File: src/hw/rtl/fha_pkg.sv
// Shared constants, types and the reciprocal table for the frame history averager.
// No dependencies; every module of the block imports this package.
`timescale 1ns / 1ps

package fha_pkg;

    // Field and register widths.
    localparam int FHA_DATA_W        = 24;
    localparam int FHA_FTOA_W        = 4;
    localparam int FHA_FLEN_W        = 11;
    localparam int FHA_CFG_DATA_W    = 11;
    localparam int FHA_RECIP_W       = 32;
    localparam int FHA_RECIP_ARG_W   = 6;

    // Default sizes of the history memory.
    localparam int FHA_MAX_FRAMES    = 8;
    localparam int FHA_MAX_FRAME_LEN = 1024;

    // Register reset values.
    localparam logic [FHA_FTOA_W-1:0] FHA_FTOA_RESET = 4'd4;
    localparam logic [FHA_FLEN_W-1:0] FHA_FLEN_RESET = 11'd1024;

    // Configuration register indexes.
    typedef enum logic [0:0] {
        CFG_FRAMES_TO_AVERAGE = 1'b0,
        CFG_FRAME_LENGTH      = 1'b1
    } cfg_index_t;

    // Approximate reciprocal floor((2^32 - 1) / c) for divisors 1 to 32.
    // The quotient estimate it gives is low by at most one.
    function automatic logic [FHA_RECIP_W-1:0] fha_recip(input logic [FHA_RECIP_ARG_W-1:0] c);
        logic [FHA_RECIP_W-1:0] r;
        case (c)
            6'd1:    r = 32'd4294967295;
            6'd2:    r = 32'd2147483647;
            6'd3:    r = 32'd1431655765;
            6'd4:    r = 32'd1073741823;
            6'd5:    r = 32'd858993459;
            6'd6:    r = 32'd715827882;
            6'd7:    r = 32'd613566756;
            6'd8:    r = 32'd536870911;
            6'd9:    r = 32'd477218588;
            6'd10:   r = 32'd429496729;
            6'd11:   r = 32'd390451572;
            6'd12:   r = 32'd357913941;
            6'd13:   r = 32'd330382099;
            6'd14:   r = 32'd306783378;
            6'd15:   r = 32'd286331153;
            6'd16:   r = 32'd268435455;
            6'd17:   r = 32'd252645135;
            6'd18:   r = 32'd238609294;
            6'd19:   r = 32'd226050910;
            6'd20:   r = 32'd214748364;
            6'd21:   r = 32'd204522252;
            6'd22:   r = 32'd195225786;
            6'd23:   r = 32'd186737708;
            6'd24:   r = 32'd178956970;
            6'd25:   r = 32'd171798691;
            6'd26:   r = 32'd165191049;
            6'd27:   r = 32'd159072862;
            6'd28:   r = 32'd153391689;
            6'd29:   r = 32'd148102320;
            6'd30:   r = 32'd143165576;
            6'd31:   r = 32'd138547332;
            6'd32:   r = 32'd134217727;
            default: r = 32'd0;
        endcase
        return r;
    endfunction

endpackage

File: src/hw/rtl/fha_divider.sv
// Four-stage signed divider by a small count (1 to MAX_FRAMES), truncating toward zero.
// Uses a reciprocal multiply and one correction step. Depends on fha_pkg.
`timescale 1ns / 1ps

module fha_divider
    import fha_pkg::*;
#(
    parameter int MAX_FRAMES = FHA_MAX_FRAMES
) (
    input  logic                                              aclk,
    input  logic                                              aresetn,
    input  logic                                              start,
    input  logic signed [FHA_DATA_W+$clog2(MAX_FRAMES)-1:0]   dividend,
    input  logic [$clog2(MAX_FRAMES+1)-1:0]                   divisor,
    output logic                                              done,
    output logic signed [FHA_DATA_W-1:0]                      quotient
);

    localparam int SUMW = FHA_DATA_W + $clog2(MAX_FRAMES);
    localparam int HW   = $clog2(MAX_FRAMES + 1);
    localparam int PRW  = SUMW + FHA_RECIP_W;
    localparam int QCW  = SUMW + HW;

    // Stage valid flags.
    logic v1_reg, v2_reg, v3_reg, done_reg;

    // Stage 1: magnitude, sign and reciprocal.
    logic [SUMW-1:0]         mag1_reg;
    logic                    neg1_reg;
    logic [FHA_RECIP_W-1:0]  recip1_reg;
    logic [HW-1:0]           div1_reg;

    // Stage 2: magnitude times reciprocal.
    logic [PRW-1:0]          prod2_reg;
    logic [SUMW-1:0]         mag2_reg;
    logic                    neg2_reg;
    logic [HW-1:0]           div2_reg;

    // Stage 3: quotient estimate and its product with the divisor.
    logic [SUMW-1:0]         qe3_reg;
    logic [QCW-1:0]          qc3_reg;
    logic [SUMW-1:0]         mag3_reg;
    logic                    neg3_reg;
    logic [HW-1:0]           div3_reg;

    // Stage 4: corrected, signed result.
    logic signed [FHA_DATA_W-1:0] quot_reg;

    logic [SUMW-1:0]         qe_next;
    logic [QCW-1:0]          rem_next;
    logic [SUMW-1:0]         q_next;
    logic [FHA_DATA_W-1:0]   q24_next;

    // Valid pipeline.
    always_ff @(posedge aclk) begin
        if (!aresetn) begin
            v1_reg   <= 1'b0;
            v2_reg   <= 1'b0;
            v3_reg   <= 1'b0;
            done_reg <= 1'b0;
        end else begin
            v1_reg   <= start;
            v2_reg   <= v1_reg;
            v3_reg   <= v2_reg;
            done_reg <= v3_reg;
        end
    end

    // Correction logic for the last stage.
    always_comb begin
        qe_next  = prod2_reg[PRW-1:FHA_RECIP_W];
        rem_next = QCW'(mag3_reg) - qc3_reg;
        q_next   = (rem_next >= QCW'(div3_reg)) ? (qe3_reg + SUMW'(1)) : qe3_reg;
        q24_next = q_next[FHA_DATA_W-1:0];
    end

    // Datapath registers.
    always_ff @(posedge aclk) begin
        neg1_reg   <= dividend[SUMW-1];
        mag1_reg   <= dividend[SUMW-1] ? SUMW'(-dividend) : SUMW'(dividend);
        recip1_reg <= fha_recip(FHA_RECIP_ARG_W'(divisor));
        div1_reg   <= divisor;

        prod2_reg  <= PRW'(mag1_reg) * PRW'(recip1_reg);
        mag2_reg   <= mag1_reg;
        neg2_reg   <= neg1_reg;
        div2_reg   <= div1_reg;

        qe3_reg    <= qe_next;
        qc3_reg    <= QCW'(qe_next) * QCW'(div2_reg);
        mag3_reg   <= mag2_reg;
        neg3_reg   <= neg2_reg;
        div3_reg   <= div2_reg;

        quot_reg   <= neg3_reg ? -q24_next : q24_next;
    end

    assign done     = done_reg;
    assign quotient = quot_reg;

endmodule

File: config.mk
export PLATFORM = sky130hd
export DESIGN_NAME = fha_divider
export DESIGN_NICKNAME = d
export VERILOG_FILES = /design/src/hw/rtl/fha_pkg.sv /design/src/hw/rtl/fha_divider.sv
export SDC_FILE = /design/constraint.sdc
export NUM_CORES = 2
export LEC_CHECK = 0
export BUFFER_PORTS_ARGS = -buffer_cell sky130_fd_sc_hd__buf_2
export CORE_MARGIN = 5
export CORE_UTILIZATION = 45
export DETAILED_ROUTE_END_ITERATION = 10
export PLACE_DENSITY = 0.7
export SYNTH_ARGS = -nofsm -noshare
export SYNTH_HDL_FRONTEND = slang
export SYNTH_SLANG_ARGS = --single-unit
File: constraint.sdc
create_clock -name aclk -period 10.6 [get_ports aclk]
set_clock_uncertainty 0.1 [all_clocks]
set_input_delay 1.06 -clock aclk [delete_from_list [all_inputs] [get_ports aclk]]
set_output_delay 1.06 -clock aclk [all_outputs]
set_load 0.02 [all_outputs]
==> Word level (Yosys, flattened, before mapping) <==
Memories as Yosys holds them, arrays and structs flattened. A register that Yosys moved wholly into a read port is not among the register bits.
Cells that the tools add are included.
{ "word_totals": {"regBits": 238, "rom_bits": 512, "input_bits": 34, "output_inout_bits": 25, "word_cells": 29, "n_memories": 1} }
{ "memory_table": {"columns": ["memory", "depth", "word_bits", "read_ports", "rd_ports_with_merged_regs", "write_ports", "line", "source"], "rows": [
  ["(no name shown)", 16, 32, 1, 1, 0, "fha_pkg.sv:33", "case (c)"]
]} }
{ "classes": {"addsub": 4, "multipliers": 2, "order_cmp": 1, "mux": 3} }
{ "op_table": {"columns": ["op", "count"], "rows": [
  ["$mul A27 B32 Y59", 1],
  ["$mux W24", 2],
  ["$ge A31 B4 Y1", 1],
  ["$mul A27 B4 Y31", 1],
  ["$sub A27 B31 Y31", 1],
  ["$neg A27 Y27", 1],
  ["$mux W26", 1],
  ["$add A24 B1 Y24 const B", 1],
  ["$neg A24 Y24", 1]
]} }

==> Depth between registers and ports, before layout <==
{ "depth": {"depth_word": 5, "depth_mapped": 31, "depth_no_buf": 29} }

==> Worst setup path before layout <==
Ideal clock, no wire load.
{ "synth_path": {"path_type": "flip-flop to flip-flop", "startpoint": "register recip1_reg[27]", "endpoint": "register prod2_reg[57]", "setup_time_ns": 0.072, "t_arrival_ns": 7.426, "t_required_ns": 10.428, "path_slack_ns": 3.002, "stages_incl_launch_ff": 30, "n_path_buf": 2, "synth_period_minus_slack_ns": 7.598, "cell_sequence": "dfxtp_1 clkbuf_1 clkbuf_1 nand2_1 fa_1 inv_1 fa_1 inv_1 fa_1 fa_1 inv_1 fa_1 fa_1 inv_1 fa_1 inv_1 ha_1 a21o_1 a21o_1 a211oi_1 o21ai_0 o311ai_0 o2111ai_1 a31oi_1 o21ai_0 o211ai_1 a21boi_0 o21ai_0 nor2b_1 xnor2_1"} }
{ "synth_via": {"elab_chain_len": 1} }
{ "synth_rtl": {"columns": ["element", "line", "source"], "rows": [
  ["start, declared", "fha_divider.sv:30", "logic [FHA_RECIP_W-1:0] recip1_reg;"],
  ["$mul A27 B32 Y59", "fha_divider.sv:84", "prod2_reg <= PRW'(mag1_reg) * PRW'(recip1_reg);"],
  ["end signal, assigned", "fha_divider.sv:84", null],
  ["end, declared", "fha_divider.sv:34", "logic [PRW-1:0] prod2_reg;"]
]} }
Every way passes these cells.
A chain may end at the register's enable or synchronous reset.

==> Final worst setup path <==
{ "layout_path": {"startpoint": "register recip1_reg[24]", "endpoint": "register prod2_reg[57]"} }
Same word-level chain as after synthesis.

==> impl_results.md <==
- Status: completed
- Most common cell on crit path: fa_1
- Final net count: slightly above 5000
- Antenna violations before repair: 2
- Vias: around 27000
- Slowest cell on crit path: dfxtp_1
- Layout cells sized above 1: about 4.7%
- Min Tclk post-route: approximately 9.3 ns
- Crit end category: flip-flop
- Post-CTS Resized: 0
- Achievable Freq: between 100 and 150 MHz
- Crit share post-route: 87.9%
- Synth Net Count: roughly 5100
- Longest Clk Path Bufs: 3
- Startpoint types: flip-flop
- Global-route wire length before repair: about 160 mm
- 1st-pass router iterations: 5
- Mapped Cells: 3990
- Overflow after GRT: 0
- Largest net degree at the start of global routing: 29
- Final hold viol count: 0
- Worst skew pair latency: 0.59 ns
- Starting Density: between 40% and 50%
- Yosys warning total: 0
- Multi-input gate area: between 20000 and 30000 sq um
- Hold_buf cts: 0
- CP delay by family, top: adder cells
- Buffers on Ports: 58
- Hold Slack: around 0.22 ns
- Setup tns final: 0 ns
- Buf+Inv Stages, Crit Path: 5
- Core Util, Final: just under 50%
- Largest fanout on the critical path: 21
- Post-CTS setup repair buffer count: 0
- Post-synthesis register bit count: between 200 and 250
- Ports: between 50 and 60
- GP Congestion: about 0.97
- Max Cap Violations: 0
- Vias in the first global route: 28700
- Mean Syn Cell Area: roughly 9.3 sq um
- Register area: approximately 4500 sq um
- Wire per inst: between 20 and 25 um
- # clock sinks: between 200 and 250
- CTS HTree Levels: 1
- Die Y: between 200 and 300 um
- Max reg flops: 31
- Area Overhead vs Synth: 6.20%
- Total GRT Usage: roughly a quarter
- Final setup viols: 0
- Post-route ant nets: 0
- Headroom to the max-slew limit: between 8 and 9%
- Most used flip-flop cell after synthesis: dfxtp_1
- Starting DRC count in detailed routing: a little under 2000
- Setup CP Type: reg2reg
- Root Driver: clkbuf_16
- RSZ-0062 raised after global routing: no
- Total CTS buffers: 28
- Ys async rst share: 0%
- Worst Tran Pin Value: between 1 and 1.5 ns
- Library cells used by synthesis: between 80 and 90
- Final slew viol count: 0
- Post-Syn Area: roughly 37000 sq um
- WP data required: 10.99 ns
- Die ar.: just under 90000 sq um
- Die Width: approximately 300 um
- Worst path arrival time: a little under 10 ns
- Hpwl dp: around 87 mm
- Post-synthesis sequential area ratio: between 10% and 20%
- Core Rows: approximately 110
- FILL cells: slightly below 8000
- Routed Wire Length: 105 mm
- DRC errors left: 0
- Post-DR vias/cell: 5.32
- Worst Hold Class: reg2reg
- CTS clk-pin slew, worst paths: 0.06 ns
- EDFF count, synth: 0
- Max stage delay on crit path: 1.23 ns
- CTS tree: done
- Core ar.: a little over 80000 sq um
==> routing by layer <==
| metal | global-route usage (%) | up-vias | part of all wire (%) |
|---|---|---|---|
| li1 | - | 11900 | - |
| met1 | 30.7 | 13500 | 40 |
| met2 | 39.0 | 1167 | 46 |
| met3 | 5.06 | 324 | 8.6 |
| met4 | 10.2 | 0 | 5.4 |
| met5 | 0 | - | 0 |
==> synthesized netlist by cell type (13+ instances only) <==
master / count / area, sq um
inv_1: 977 / 3670
fa_1: 787 / 15800
nand2_1: 475 / 1780
and2_1: 286 / 1790
ha_1: 272 / 3400
dfxtp_1: 227 / 4540
clkbuf_1: 135 / 507
xnor2_1: 105 / 920
a21oi_1: 90 / 450
nor2_1: 90 / 338
o21ai_0: 68 / 340
nand3_1: 44 / 220
a21o_1: 43 / 323
xor2_1: 35 / 307
nor3_1: 27 / 135
nand4_1: 23 / 144
and3_1: 21 / 131
nand2b_1: 19 / 119
o211ai_1: 15 / 113
o21a_1: 15 / 113
or4_1: 13 / 97.6
==> worst paths after layout <==
path              cells past startpoint              startpoint                     to  slack (ns)
setup / recovery                     25  recip1_reg[24]$_DFF_P_  prod2_reg[57]$_DFF_P_        1.28
hold / removal                        0    mag2_reg[22]$_DFF_P_   mag3_reg[22]$_DFF_P_        0.22
setup reg to reg                     25  recip1_reg[24]$_DFF_P_  prod2_reg[57]$_DFF_P_        1.28
hold reg to reg                       0    mag2_reg[22]$_DFF_P_   mag3_reg[22]$_DFF_P_        0.22
==> layout make-up <==
type / count / area share [%]
multi-input cells: 2628 / 71.7
flip-flops and latches: 227 / 11.5
inverters: 977 / 9.32
well taps: 1070 / 3.40
clock buffers: 35 / 1.92
repair buffers: 102 / 1.58
clock inverters: 16 / 0.566
diodes: 1 / 0.00636
==> layout by cell type, fill, tap and decap left out, types with 9 or more instances in the layout <==
cell / netlist / routed
a211oi_1: 12 / 12
a21o_1: 43 / 43
a21oi_1: 90 / 90
and2_1: 286 / 286
and3_1: 21 / 21
buf_2: 12 / 58
buf_4: 3 / 44
clkbuf_16: 0 / 28
dfxtp_1: 227 / 225
fa_1: 787 / 787
ha_1: 272 / 272
inv_1: 977 / 977
mux2i_1: 12 / 12
nand2_1: 475 / 475
nand2b_1: 19 / 19
nand3_1: 44 / 44
nand4_1: 23 / 23
nor2_1: 90 / 90
nor2b_1: 11 / 11
nor3_1: 27 / 27
o211ai_1: 15 / 15
o21a_1: 15 / 15
o21ai_0: 68 / 68
o21bai_1: 9 / 9
o31ai_1: 10 / 10
or4_1: 13 / 13
xnor2_1: 105 / 105
xor2_1: 35 / 35
==> worst register-to-register path: stages (launching register included) <==
cell and delay (ns):
dfxtp_1 1.23, nand2_1 0.33, fa_1 0.62, inv_1 0.05, fa_1 0.53, inv_1 0.08, fa_1 0.52, fa_1 0.53
inv_1 0.06, fa_1 0.51, fa_1 0.50, inv_1 0.05, fa_1 0.53, inv_1 0.06, ha_1 0.35, nand4_1 0.13
nor4_1 0.50, nand3b_1 0.12, o2111ai_1 0.66, a31oi_1 0.33, o21ai_0 0.46, o211ai_1 0.19, a21boi_0 0.30, o21ai_0 0.17
nor2b_1 0.17, xnor2_1 0.11
==> metrics by stage <==
step	instances	setup WS [ns]	area, sq um
after CTS	5055	1.28	39400
after detailed placement	5004	1.27	38400
after floorplan	3990	3.00	37100
after global placement	5004	1.53	38400
after global routing	5056	0.819	39400
final	5056	1.28	39400
==> logic make-up after synthesis <==
group	synth area share [%]
AO/OA/AOI/OAI	6.43
XOR/XNOR	3.31
adder cells (fa/ha/maj)	51.7
buffers and inverters	11.6
flip-flops	12.3
multiplexers	0.506
AND/OR/NAND/NOR	14.2
Power is left out: the tool's default activity adds up to more than one toggle a clock period on the data nets, which glitch-free logic cannot reach.
